**src/rtl/qkce_pkg.sv**
```systemverilog
package qkce_pkg;

    // Default sizes handed to the top level parameters.
    localparam int RING_DEPTH_DEF = 16;
    localparam int TIMER_BITS_DEF = 16;

    // Operation codes carried by an input word.
    typedef enum logic [1:0] {
        OP_TICK = 2'd0,
        OP_POP  = 2'd1,
        OP_ZERO = 2'd2
    } opcode_t;

    // Event codes stored in the ring and returned by a pop.
    localparam logic [2:0] EV_NONE   = 3'd0;
    localparam logic [2:0] EV_CW     = 3'd1;
    localparam logic [2:0] EV_CCW    = 3'd2;
    localparam logic [2:0] EV_SHORT  = 3'd3;
    localparam logic [2:0] EV_LONG   = 3'd4;
    localparam logic [2:0] EV_DOUBLE = 3'd5;

    // Configuration register indexes.
    localparam logic [2:0] CFG_STEP_DEBOUNCE    = 3'd0;
    localparam logic [2:0] CFG_KEY_DEBOUNCE     = 3'd1;
    localparam logic [2:0] CFG_STEPS_PER_DETENT = 3'd2;
    localparam logic [2:0] CFG_LONG_PRESS       = 3'd3;
    localparam logic [2:0] CFG_SHORT_PRESS_MAX  = 3'd4;
    localparam logic [2:0] CFG_DOUBLE_GAP       = 3'd5;

    typedef enum logic [2:0] {
        BS_IDLE        = 3'd0,
        BS_DEB_DOWN    = 3'd1,
        BS_PRESSED     = 3'd2,
        BS_DEB_UP      = 3'd3,
        BS_WAIT_DOUBLE = 3'd4
    } btn_state_t;

    typedef struct packed {
        logic [3:0]  step_debounce;
        logic [3:0]  key_debounce;
        logic [2:0]  steps_per_detent;
        logic [15:0] long_press_ticks;
        logic [15:0] short_press_max_ticks;
        logic [15:0] double_gap_ticks;
    } cfg_t;

    // One classified word as it waits between the front and the back.
    typedef struct packed {
        logic       tick;
        logic       pop;
        logic       zero;
        logic [2:0] pins;
    } cmd_t;

    typedef struct packed {
        logic       valid;
        logic [2:0] code;
    } ev_req_t;

    typedef struct packed {
        logic move;
        logic up;
    } qdir_t;

    // Clockwise order of the phase value A*2+B is 00, 01, 11, 10.
    function automatic qdir_t quad_dir(input logic [1:0] prev, input logic [1:0] cur);
        qdir_t d;
        d = '{move: 1'b0, up: 1'b0};
        case ({prev, cur})
            4'b0001, 4'b0111, 4'b1110, 4'b1000: d = '{move: 1'b1, up: 1'b1};
            4'b0010, 4'b1011, 4'b1101, 4'b0100: d = '{move: 1'b1, up: 1'b0};
            default: d = '{move: 1'b0, up: 1'b0};
        endcase
        return d;
    endfunction

endpackage

```
**src/rtl/qkce_front.sv**
```systemverilog
module qkce_front import qkce_pkg::*; (
    input  logic       aclk,
    input  logic       aresetn,
    input  logic       s_valid,
    output logic       s_ready,
    input  logic [1:0] s_opcode,
    input  logic [2:0] s_pins,
    output logic       q_valid,
    output cmd_t       q_cmd,
    input  logic       q_take
);

    cmd_t       slot_reg [2];
    logic       wr_ptr_reg, wr_ptr_next;
    logic       rd_ptr_reg, rd_ptr_next;
    logic [1:0] cnt_reg, cnt_next;
    cmd_t       cmd_in;
    logic       push;

    // Decode the opcode once so the back only sees flags.
    always_comb begin
        cmd_in = '{tick: 1'b0, pop: 1'b0, zero: 1'b0, pins: s_pins};
        case (s_opcode)
            OP_TICK: cmd_in.tick = 1'b1;
            OP_POP:  cmd_in.pop  = 1'b1;
            OP_ZERO: cmd_in.zero = 1'b1;
            default: cmd_in.tick = 1'b0;
        endcase
    end

    assign s_ready = (cnt_reg != 2'd2);
    assign push    = s_valid && s_ready;
    assign q_valid = (cnt_reg != 2'd0);
    assign q_cmd   = slot_reg[rd_ptr_reg];

    always_comb begin
        wr_ptr_next = push ? ~wr_ptr_reg : wr_ptr_reg;
        rd_ptr_next = q_take ? ~rd_ptr_reg : rd_ptr_reg;
        cnt_next    = cnt_reg + {1'b0, push} - {1'b0, q_take};
    end

    always_ff @(posedge aclk) begin
        if (!aresetn) begin
            wr_ptr_reg <= 1'b0;
            rd_ptr_reg <= 1'b0;
            cnt_reg    <= 2'd0;
        end else begin
            wr_ptr_reg <= wr_ptr_next;
            rd_ptr_reg <= rd_ptr_next;
            cnt_reg    <= cnt_next;
        end
    end

    always_ff @(posedge aclk) begin
        if (push) begin
            slot_reg[wr_ptr_reg] <= cmd_in;
        end
    end

endmodule

```
**src/rtl/qkce_quad.sv**
```systemverilog
module qkce_quad import qkce_pkg::*; (
    input  logic               aclk,
    input  logic               aresetn,
    input  logic               tick_en,
    input  logic               zero_en,
    input  logic [1:0]         phases,
    input  cfg_t               cfg,
    output ev_req_t            ev,
    output logic signed [31:0] position
);

    logic [3:0]         step_cnt_reg, step_cnt_next;
    logic [1:0]         stable_reg, stable_next;
    logic signed [3:0]  accum_reg, accum_next;
    logic [31:0]        pos_reg, pos_next;
    qdir_t              dir;
    logic [4:0]         cnt_inc;
    logic [4:0]         deb_ext;
    logic [2:0]         spd;
    logic signed [4:0]  spd_s;
    logic signed [4:0]  accum_step;

    assign dir     = quad_dir(stable_reg, phases);
    assign cnt_inc = {1'b0, step_cnt_reg} + 5'd1;
    assign deb_ext = {1'b0, cfg.step_debounce};
    assign spd     = (cfg.steps_per_detent == 3'd0) ? 3'd1 : cfg.steps_per_detent;
    assign spd_s   = $signed({2'b00, spd});
    assign accum_step = dir.up ? ({accum_reg[3], accum_reg} + 5'sd1)
                               : ({accum_reg[3], accum_reg} - 5'sd1);

    always_comb begin
        step_cnt_next = step_cnt_reg;
        stable_next   = stable_reg;
        accum_next    = accum_reg;
        pos_next      = pos_reg;
        ev            = '{valid: 1'b0, code: EV_NONE};
        if (tick_en) begin
            if (!dir.move) begin
                if (phases == stable_reg) begin
                    step_cnt_next = (cnt_inc >= deb_ext) ? cfg.step_debounce : cnt_inc[3:0];
                end else begin
                    step_cnt_next = 4'd0;
                end
            end else if (cnt_inc < deb_ext) begin
                step_cnt_next = cnt_inc[3:0];
            end else begin
                pos_next      = dir.up ? (pos_reg + 32'd1) : (pos_reg - 32'd1);
                stable_next   = phases;
                step_cnt_next = 4'd0;
                if (accum_step >= spd_s) begin
                    ev         = '{valid: 1'b1, code: EV_CW};
                    accum_next = 4'(accum_step - spd_s);
                end else if (accum_step <= -spd_s) begin
                    ev         = '{valid: 1'b1, code: EV_CCW};
                    accum_next = 4'(accum_step + spd_s);
                end else begin
                    accum_next = 4'(accum_step);
                end
            end
        end
        if (zero_en) begin
            pos_next = 32'd0;
        end
    end

    always_ff @(posedge aclk) begin
        if (!aresetn) begin
            step_cnt_reg <= 4'd0;
            stable_reg   <= 2'd0;
            accum_reg    <= 4'sd0;
            pos_reg      <= 32'd0;
        end else begin
            step_cnt_reg <= step_cnt_next;
            stable_reg   <= stable_next;
            accum_reg    <= accum_next;
            pos_reg      <= pos_next;
        end
    end

    assign position = $signed(pos_reg);

endmodule

```
**src/rtl/qkce_button.sv**
```systemverilog
module qkce_button import qkce_pkg::*; #(
    parameter int TIMER_BITS = TIMER_BITS_DEF
) (
    input  logic    aclk,
    input  logic    aresetn,
    input  logic    tick_en,
    input  logic    key_level,
    input  cfg_t    cfg,
    output ev_req_t ev
);

    localparam int CMP_W = (TIMER_BITS > 16) ? TIMER_BITS : 16;

    btn_state_t            state_reg, state_next;
    logic [3:0]            count_reg, count_next;
    logic                  prev_reg, prev_next;
    logic [TIMER_BITS-1:0] hold_reg, hold_next;
    logic [TIMER_BITS-1:0] gap_reg, gap_next;
    logic                  wait_reg, wait_next;
    logic [TIMER_BITS-1:0] hold_inc, gap_inc;
    logic [3:0]            cnt_inc;
    logic                  edge_down;
    logic [CMP_W-1:0]      hold_c, gap_c;

    // Both timers stick at all ones.
    assign hold_inc = ((state_reg == BS_PRESSED || state_reg == BS_DEB_UP) &&
                       hold_reg != {TIMER_BITS{1'b1}}) ? hold_reg + TIMER_BITS'(1) : hold_reg;
    assign gap_inc  = (wait_reg && gap_reg != {TIMER_BITS{1'b1}}) ?
                      gap_reg + TIMER_BITS'(1) : gap_reg;
    assign hold_c   = CMP_W'(hold_inc);
    assign gap_c    = CMP_W'(gap_inc);
    assign cnt_inc  = count_reg + 4'd1;
    assign edge_down = prev_reg && !key_level;

    always_comb begin
        state_next = state_reg;
        count_next = count_reg;
        prev_next  = prev_reg;
        hold_next  = hold_reg;
        gap_next   = gap_reg;
        wait_next  = wait_reg;
        ev         = '{valid: 1'b0, code: EV_NONE};
        if (tick_en) begin
            prev_next = key_level;
            hold_next = hold_inc;
            gap_next  = gap_inc;
            case (state_reg)
                BS_IDLE: begin
                    if (edge_down) begin
                        count_next = 4'd0;
                        state_next = BS_DEB_DOWN;
                    end
                end
                BS_DEB_DOWN: begin
                    if (!key_level) begin
                        count_next = cnt_inc;
                        if (cnt_inc >= cfg.key_debounce) begin
                            hold_next  = '0;
                            state_next = BS_PRESSED;
                        end
                    end else begin
                        state_next = BS_IDLE;
                    end
                end
                BS_PRESSED: begin
                    if (key_level) begin
                        count_next = 4'd0;
                        state_next = BS_DEB_UP;
                    end else if (hold_c >= CMP_W'(cfg.long_press_ticks)) begin
                        ev         = '{valid: 1'b1, code: EV_LONG};
                        state_next = BS_IDLE;
                    end
                end
                BS_DEB_UP: begin
                    if (!key_level) begin
                        state_next = BS_PRESSED;
                    end else begin
                        count_next = cnt_inc;
                        if (cnt_inc >= cfg.key_debounce) begin
                            if (hold_c > CMP_W'(cfg.short_press_max_ticks)) begin
                                wait_next  = 1'b0;
                                state_next = BS_IDLE;
                            end else if (!wait_reg) begin
                                wait_next  = 1'b1;
                                gap_next   = '0;
                                state_next = BS_WAIT_DOUBLE;
                            end else if (gap_c <= CMP_W'(cfg.double_gap_ticks)) begin
                                ev         = '{valid: 1'b1, code: EV_DOUBLE};
                                wait_next  = 1'b0;
                                state_next = BS_IDLE;
                            end else begin
                                // The older click turns into a short one.
                                ev         = '{valid: 1'b1, code: EV_SHORT};
                                gap_next   = '0;
                                state_next = BS_WAIT_DOUBLE;
                            end
                        end
                    end
                end
                BS_WAIT_DOUBLE: begin
                    if (edge_down) begin
                        count_next = 4'd0;
                        state_next = BS_DEB_DOWN;
                    end else if (gap_c > CMP_W'(cfg.double_gap_ticks)) begin
                        ev         = '{valid: 1'b1, code: EV_SHORT};
                        wait_next  = 1'b0;
                        state_next = BS_IDLE;
                    end
                end
                default: begin
                    wait_next  = 1'b0;
                    state_next = BS_IDLE;
                end
            endcase
        end
    end

    always_ff @(posedge aclk) begin
        if (!aresetn) begin
            state_reg <= BS_IDLE;
            count_reg <= 4'd0;
            prev_reg  <= 1'b1;
            hold_reg  <= '0;
            gap_reg   <= '0;
            wait_reg  <= 1'b0;
        end else begin
            state_reg <= state_next;
            count_reg <= count_next;
            prev_reg  <= prev_next;
            hold_reg  <= hold_next;
            gap_reg   <= gap_next;
            wait_reg  <= wait_next;
        end
    end

endmodule

```
**src/rtl/qkce_ring.sv**
```systemverilog
module qkce_ring import qkce_pkg::*; #(
    parameter int DEPTH = RING_DEPTH_DEF,
    localparam int CNT_W = $clog2(DEPTH)
) (
    input  logic             aclk,
    input  logic             aresetn,
    input  logic             exec_en,
    input  logic             pop_en,
    input  ev_req_t          push0,
    input  ev_req_t          push1,
    output logic [2:0]       event_res,
    output logic [1:0]       dropped,
    output logic [CNT_W-1:0] count
);

    // Storage is split into two banks by slot parity so that the two events
    // of one tick land in different banks. The slot count is rounded up to
    // an even number; the logical capacity stays DEPTH - 1.
    localparam int PHYS   = DEPTH + (DEPTH % 2);
    localparam int BANK_D = PHYS / 2;
    localparam int BA_W   = (BANK_D > 1) ? $clog2(BANK_D) : 1;
    localparam logic [CNT_W-1:0] FULL    = CNT_W'(DEPTH - 1);
    localparam logic [BA_W-1:0]  BA_LAST = BA_W'(BANK_D - 1);

    logic [2:0]       bank0_mem [BANK_D];
    logic [2:0]       bank1_mem [BANK_D];
    logic             wsel_reg, wsel_next;
    logic [BA_W-1:0]  waddr_reg, waddr_next;
    logic             rsel_reg, rsel_next;
    logic [BA_W-1:0]  raddr_reg, raddr_next;
    logic [CNT_W-1:0] count_reg, count_next;
    logic [2:0]       ev_reg;
    logic [1:0]       drop_reg;
    logic             ok0, ok1;
    logic [CNT_W-1:0] cnt_mid;
    ev_req_t          first, second;
    logic             sel1;
    logic [BA_W-1:0]  addr1;
    logic             we0, we1;
    logic [BA_W-1:0]  wa0, wa1;
    logic [2:0]       wd0, wd1;
    logic             do_pop;
    logic [1:0]       drops;

    // A push is dropped when only one slot is free.
    assign ok0     = exec_en && push0.valid && (count_reg != FULL);
    assign cnt_mid = count_reg + CNT_W'(ok0);
    assign ok1     = exec_en && push1.valid && (cnt_mid != FULL);
    assign drops   = {1'b0, exec_en && push0.valid && !ok0} +
                     {1'b0, exec_en && push1.valid && !ok1};
    assign do_pop  = exec_en && pop_en && (count_reg != '0);

    always_comb begin
        first  = '{valid: 1'b0, code: EV_NONE};
        second = '{valid: 1'b0, code: EV_NONE};
        if (ok0) begin
            first  = push0;
            second = '{valid: ok1, code: push1.code};
        end else if (ok1) begin
            first = push1;
        end
    end

    // Slot after the write pointer.
    assign sel1  = ~wsel_reg;
    assign addr1 = wsel_reg ? ((waddr_reg == BA_LAST) ? '0 : waddr_reg + BA_W'(1)) : waddr_reg;

    always_comb begin
        we0 = 1'b0;
        we1 = 1'b0;
        wa0 = waddr_reg;
        wa1 = waddr_reg;
        wd0 = first.code;
        wd1 = first.code;
        if (first.valid) begin
            if (!wsel_reg) begin
                we0 = 1'b1;
            end else begin
                we1 = 1'b1;
            end
        end
        if (second.valid) begin
            if (!sel1) begin
                we0 = 1'b1;
                wa0 = addr1;
                wd0 = second.code;
            end else begin
                we1 = 1'b1;
                wa1 = addr1;
                wd1 = second.code;
            end
        end
    end

    always_comb begin
        wsel_next  = wsel_reg;
        waddr_next = waddr_reg;
        if (first.valid && second.valid) begin
            waddr_next = (waddr_reg == BA_LAST) ? '0 : waddr_reg + BA_W'(1);
        end else if (first.valid) begin
            wsel_next  = sel1;
            waddr_next = addr1;
        end
        rsel_next  = rsel_reg;
        raddr_next = raddr_reg;
        if (do_pop) begin
            rsel_next = ~rsel_reg;
            if (rsel_reg) begin
                raddr_next = (raddr_reg == BA_LAST) ? '0 : raddr_reg + BA_W'(1);
            end
        end
        count_next = count_reg + CNT_W'(first.valid) + CNT_W'(second.valid)
                     - CNT_W'(do_pop);
    end

    always_ff @(posedge aclk) begin
        if (!aresetn) begin
            wsel_reg  <= 1'b0;
            waddr_reg <= '0;
            rsel_reg  <= 1'b0;
            raddr_reg <= '0;
            count_reg <= '0;
        end else begin
            wsel_reg  <= wsel_next;
            waddr_reg <= waddr_next;
            rsel_reg  <= rsel_next;
            raddr_reg <= raddr_next;
            count_reg <= count_next;
        end
    end

    always_ff @(posedge aclk) begin
        if (we0) begin
            bank0_mem[wa0] <= wd0;
        end
        if (we1) begin
            bank1_mem[wa1] <= wd1;
        end
    end

    // Registered read; every executed word that is not a successful pop
    // returns no event.
    always_ff @(posedge aclk) begin
        if (exec_en) begin
            if (do_pop) begin
                ev_reg <= rsel_reg ? bank1_mem[raddr_reg] : bank0_mem[raddr_reg];
            end else begin
                ev_reg <= EV_NONE;
            end
            drop_reg <= drops;
        end
    end

    assign event_res = ev_reg;
    assign dropped   = drop_reg;
    assign count     = count_reg;

endmodule

```
**src/rtl/quadrature_knob_with_click_events_top.sv**
```systemverilog
// An accepted word waits in the front queue and executes from there once the
// result register is free; the result is then held there until it is taken.
// Throughput: one word per cycle while the receiver keeps taking results.
// Reset (aresetn low at a clock edge, synchronous) empties the queue and the
// event ring, clears position and decoder state, and loads the default config.
module quadrature_knob_with_click_events_top import qkce_pkg::*; #(
    parameter int RING_DEPTH = RING_DEPTH_DEF,
    parameter int TIMER_BITS = TIMER_BITS_DEF
) (
    input  logic               aclk,
    input  logic               aresetn,
    input  logic               s_valid,
    output logic               s_ready,
    input  logic [1:0]         s_opcode,
    input  logic [2:0]         s_pins,
    output logic               m_valid,
    input  logic               m_ready,
    output logic [2:0]         m_event_res,
    output logic signed [31:0] m_position,
    output logic [3:0]         m_pending,
    output logic [1:0]         m_dropped,
    input  logic               cfg_valid,
    output logic               cfg_ready,
    input  logic [2:0]         cfg_index,
    input  logic [15:0]        cfg_data
);

    localparam int CNT_W = $clog2(RING_DEPTH);
    localparam logic [CNT_W-1:0] RING_FULL = CNT_W'(RING_DEPTH - 1);

    cfg_t             cfg_reg;
    logic             q_valid;
    cmd_t             q_cmd;
    logic             fire;
    logic             m_valid_reg, m_valid_next;
    ev_req_t          quad_ev, key_ev;
    logic [CNT_W-1:0] ring_count;
    logic [CNT_W+3:0] count_ext;

    // Configuration registers. Writes are always taken; an index past the
    // last register is ignored.
    assign cfg_ready = 1'b1;

    always_ff @(posedge aclk) begin
        if (!aresetn) begin
            cfg_reg.step_debounce         <= 4'd3;
            cfg_reg.key_debounce          <= 4'd2;
            cfg_reg.steps_per_detent      <= 3'd2;
            cfg_reg.long_press_ticks      <= 16'd200;
            cfg_reg.short_press_max_ticks <= 16'd160;
            cfg_reg.double_gap_ticks      <= 16'd50;
        end else if (cfg_valid && cfg_ready) begin
            case (cfg_index)
                CFG_STEP_DEBOUNCE:    cfg_reg.step_debounce         <= cfg_data[3:0];
                CFG_KEY_DEBOUNCE:     cfg_reg.key_debounce          <= cfg_data[3:0];
                CFG_STEPS_PER_DETENT: cfg_reg.steps_per_detent      <= cfg_data[2:0];
                CFG_LONG_PRESS:       cfg_reg.long_press_ticks      <= cfg_data;
                CFG_SHORT_PRESS_MAX:  cfg_reg.short_press_max_ticks <= cfg_data;
                CFG_DOUBLE_GAP:       cfg_reg.double_gap_ticks      <= cfg_data;
                default: ;
            endcase
        end
    end

    // Front: takes input words, decodes the opcode and parks the word in a
    // two-entry queue. The queue keeps accepting while a result waits, until full.
    qkce_front u_front (
        .aclk     (aclk),
        .aresetn  (aresetn),
        .s_valid  (s_valid),
        .s_ready  (s_ready),
        .s_opcode (s_opcode),
        .s_pins   (s_pins),
        .q_valid  (q_valid),
        .q_cmd    (q_cmd),
        .q_take   (fire)
    );

    // Back: a word executes when the result register is empty or its word
    // is being taken in the same cycle. All state then moves at once.
    assign fire = q_valid && (!m_valid_reg || m_ready);

    // Quadrature decoder and position counter.
    qkce_quad u_quad (
        .aclk     (aclk),
        .aresetn  (aresetn),
        .tick_en  (fire && q_cmd.tick),
        .zero_en  (fire && q_cmd.zero),
        .phases   (q_cmd.pins[2:1]),
        .cfg      (cfg_reg),
        .ev       (quad_ev),
        .position (m_position)
    );

    // Key debouncer and click classifier.
    qkce_button #(
        .TIMER_BITS (TIMER_BITS)
    ) u_button (
        .aclk      (aclk),
        .aresetn   (aresetn),
        .tick_en   (fire && q_cmd.tick),
        .key_level (q_cmd.pins[0]),
        .cfg       (cfg_reg),
        .ev        (key_ev)
    );

    // Event ring. The rotation event of a tick goes in ahead of the key event.
    qkce_ring #(
        .DEPTH (RING_DEPTH)
    ) u_ring (
        .aclk      (aclk),
        .aresetn   (aresetn),
        .exec_en   (fire),
        .pop_en    (q_cmd.pop),
        .push0     (quad_ev),
        .push1     (key_ev),
        .event_res (m_event_res),
        .dropped   (m_dropped),
        .count     (ring_count)
    );

    // Position and pending count are the live state registers; they only
    // change when a word executes, which needs the result slot to be free,
    // so they hold the result of the last word while it waits.
    assign count_ext = (CNT_W + 4)'(ring_count);
    assign m_pending = count_ext[3:0];

    always_comb begin
        m_valid_next = m_valid_reg;
        if (fire) begin
            m_valid_next = 1'b1;
        end else if (m_ready) begin
            m_valid_next = 1'b0;
        end
    end

    always_ff @(posedge aclk) begin
        if (!aresetn) begin
            m_valid_reg <= 1'b0;
        end else begin
            m_valid_reg <= m_valid_next;
        end
    end

    assign m_valid = m_valid_reg;

`ifndef SYNTHESIS
    // The ring always keeps one slot empty.
    a_ring_bound: assert property (@(posedge aclk) disable iff (!aresetn)
        ring_count <= RING_FULL)
        else $error("event ring holds more than its capacity");

    // A dropped event means the ring was left full by that word.
    a_drop_full: assert property (@(posedge aclk) disable iff (!aresetn)
        (m_valid_reg && m_dropped != 2'd0) |-> (ring_count == RING_FULL))
        else $error("event dropped while the ring had room");

    // A new result only appears after a queued word was executed.
    a_result_src: assert property (@(posedge aclk) disable iff (!aresetn)
        $rose(m_valid_reg) |-> $past(q_valid))
        else $error("result raised without a queued word");
`endif

endmodule

```
**config.mk**
```make
export PLATFORM = sky130hd
export DESIGN_NAME = quadrature_knob_with_click_events_top
export DESIGN_NICKNAME = d
export VERILOG_FILES = /design/src/rtl/qkce_pkg.sv /design/src/rtl/qkce_front.sv /design/src/rtl/qkce_quad.sv /design/src/rtl/qkce_button.sv /design/src/rtl/qkce_ring.sv /design/src/rtl/quadrature_knob_with_click_events_top.sv
export SDC_FILE = /design/constraint.sdc
export NUM_CORES = 1
export LEC_CHECK = 0
export ABC_AREA = 1
export BUFFER_PORTS_ARGS = -buffer_cell sky130_fd_sc_hd__buf_4
export CAP_MARGIN = 20
export CORE_MARGIN = 5
export CORE_UTILIZATION = 25
export DETAILED_ROUTE_END_ITERATION = 10
export SYNTH_ARGS = -nofsm -noshare
export SYNTH_HDL_FRONTEND = slang
export SYNTH_SLANG_ARGS = --single-unit
```
**constraint.sdc**
```tcl
create_clock -name aclk -period 19 [get_ports aclk]
set_input_delay 3.8 -clock aclk [delete_from_list [all_inputs] [get_ports aclk]]
set_output_delay 3.8 -clock aclk [all_outputs]
set_load 0.005 [all_outputs]
```
==> impl_metrics.json <==
{
  "gp_congestion": 0.8991,
  "placed_cell_area_um2": 15200,
  "place.port_buffers": 71,
  "drc_errors": 0,
  "finalCritPeriodShare_pct": 39.92,
  "async_flop_share_pct": 0,
  "cts_max_level": 1,
  "tritoncts": "built",
  "clk_latency_ns": 0.56,
  "yosysSeqAreaShare_pct": 37.54,
  "vias": 12284,
  "end_kind": "flip-flop",
  "chipHeight_um": 245.7,
  "holdPathStages": 1,
  "whs_endpoint": "u_front.rd_ptr_reg$_SDFFE_PN0P_",
  "seq_area_um2": 5215,
  "relSlewSlack_pct": 33.01,
  "ys_ff_latch": 228,
  "synth_fp_nets": 2004,
  "synth_compound_area_share_pct": 17.36,
  "critPathLaunchType": "flip-flop",
  "cp_top_family": "adder cells",
  "drive_above_1_share_pct": 7.388,
  "cts_sinks": 228,
  "drt_iter0_drc": 692,
  "antenna_left": 0,
  "antenna_cells": 0,
  "cp_slowest_stage_delay_ns": 0.47,
  "period_needed_ns": 7.586,
  "synthToLayoutAreaGrowth_pct": 15.77,
  "final_area_um2": 16080,
  "hpwl_um": 26720,
  "setup_viol_count_final": 0,
  "irDropWorstVdd_mv": 0.08596,
  "cts_buffers": 26,
  "synth_edf_count": 65,
  "synth_xor_area_share_pct": 3.657,
  "max-cap-violations": 0,
  "cts_setup_buffers": 0,
  "antenna_found_initial": 0,
  "yosysWarnings": 0,
  "finClkSkew_ns": 0.02603,
  "multi_input_area_um2": 7467,
  "critPathArrivalTime_ns": 8.03,
  "finalHoldViolations": 0,
  "finalSetupTns_ns": 0,
  "nNetsFinal": 2060,
  "grt_max_degree": 79,
  "wl_per_cell_um": 13.43,
  "top_usage_layer": "met2",
  "grt_pass1_vias": 11781,
  "p_leak_nw": 7.275,
  "gr-usage-met3_pct": 2.283,
  "critPathMaxFanout": 35,
  "grt_use_met1_pct": 15.34,
  "cts_resized": 0,
  "globalRouteOverflowTotal": 0,
  "grt_pass1_wl_um": 58920,
  "reg2reg_to": "u_ring.count[1]$_SDFF_PN0_",
  "clockBufferDepth": 3,
  "netlist_area_um2": 13890,
  "crit_slowest_cell": "xnor2_1",
  "routed_wl_um": 35870,
  "rsz0062_at_grt": "false",
  "synth_flop_cell": "dfxtp_1",
  "worst_slack_ns": 11.41,
  "synth.top_cell.area_share_pct": 23.49,
  "slew_violations": 0,
  "synth_fa_ha_area_share_pct": 11.94,
  "core_um2": 55090,
  "synth_top_family_by_area": "simple AND/OR/NAND/NOR gates",
  "cts-root-buf": "clkbuf_16",
  "synth.largest_area_cell": "dfxtp_1",
  "clk_pin_slew_worst_paths_ns": 0.05,
  "fmax_ghz": 0.1318,
  "vias_per_cell": 4.601,
  "hold_class": "reg -> reg",
  "critPathBufInv": 9,
  "synth_area_leaders": "dfxtp_1, edfxtp_1, ha_1",
  "pre_cts_ws_ns": 10.98,
  "largest_reg_flops": 59,
  "worst_pin_slew_ns": 0.9944,
  "synthMuxAreaShare_pct": 0,
  "drtPass1Iterations": 5,
  "syn_avg_cell_area_um2": 7.526,
  "critPathRequiredTime_ns": 19.44,
  "status": "complete, no violations",
  "die_area_um2": 60380,
  "p_per_area_nw_per_um2": 136.0,
  "crit_type": "reg -> reg",
  "die_w_um": 245.7,
  "cpMostUsedCell": "nand2_1",
  "num_io_pins": 73,
  "fillCellCount": 5956,
  "whs_ns": 0.4495,
  "grtUsageMet2_pct": 19.39,
  "r2r_cells": 35,
  "start_util_pct": 25.22,
  "min-delay-start": "u_front.rd_ptr_reg$_SDFFE_PN0P_",
  "reg2reg_slack_ns": 11.41,
  "cts.hold.buffers_added": 0,
  "row_count": 86,
  "grtUsageTotal_pct": 11.57,
  "synth-simple-area-share_pct": 20.74,
  "synth_cell_types": 49,
  "syn_inst": 1846
}
-- metal layers --
metal  up-vias  wire, µm  part of all wire, %
met5         -         0                    0
met4         0       872                  2.4
met3        61      2168                  6.0
met2       278     16080                   45
met1      5682     16740                   47
li1       6263         -                    -
-- synth_stat cells, types with 4 or more instances --
library cell,number
nor2_1,161
a221oi_1,4
or2_2,9
xnor2_1,18
o22ai_1,4
o21ai_0,144
ha_1,123
dfxtp_1,163
o21a_1,8
o221ai_1,8
a31oi_1,10
buf_2,5
fa_1,6
a21oi_1,191
nand3_1,76
nor3_1,27
o21bai_1,15
a21o_1,10
o211ai_1,27
edfxtp_1,65
nand2_1,362
nand4_1,25
nor4_1,5
nand2_2,4
xor2_1,40
clkbuf_1,39
inv_1,266
-- report_power, final --
group	internal [mW]	total [mW]	switching [mW]
Sequential	0.554	0.600	0.0462
Combinational	0.362	1.07	0.710
Clock	0.308	0.515	0.206
-- layout make-up --
class,instances,area share [%]
multi-input combinational,1300,46.43
sequential,228,32.43
inverter,270,6.317
tap,748,5.819
clock buffer,36,4.528
timing repair buffer,76,3.548
clock inverter,12,0.9336
-- metrics by stage --
step	total power [mW]	utilization [%]	std cells
global route	2.367	29.19	2670
finish	2.187	29.19	2670
global placement	1.648	27.60	2622
CTS	2.194	29.19	2670
floorplan	1.385	-	1846
detailed placement	1.667	27.60	2622
-- cells in the final DEF, fill, tap and decap left out, drive strengths merged, types with 10 or more instances in the layout --
cell    synthesis  routed
a21o           10      10
xnor2          18      18
edfxtp         65      65
xor2           40      40
o211ai         27      27
nand4          27      27
o21bai         15      15
o21ai         145     145
nor3           28      28
nand3          78      78
nand2         367     367
clkbuf         39      36
dfxtp         163     163
a31oi          10      10
a21oi         191     191
ha            123     123
buf             9      76
nor2          163     163
inv           269     269
-- kinds of logic after synthesis --
| group | after synthesis |
|---|---|
| AOI/OAI and AO/OA | 432 |
| xor gates and xnor gates | 58 |
| adders and majority gates | 129 |
| buffers and inverters | 318 |
| DFF | 228 |
| other | 1 |
| and+or+nand+nor | 680 |
-- worst max-delay path by stage --
stage	startpoint	end	slack, ns	cells past startpoint
2_1_floorplan	m_ready	u_ring.count[1]$_SDFF_PN0_	11.61	21
3_3_place_gp	m_ready	u_ring.count[1]$_SDFF_PN0_	11.05	22
3_5_place_dp	m_ready	u_ring.count[1]$_SDFF_PN0_	10.98	22
4_1_cts	flip-flop	u_ring.count[1]$_SDFF_PN0_	11.48	35
5_1_grt	flip-flop	u_ring.count[1]$_SDFF_PN0_	10.82	35
6_report	flip-flop	u_ring.count[1]$_SDFF_PN0_	11.41	35
(Power assumes the default switching activity.)
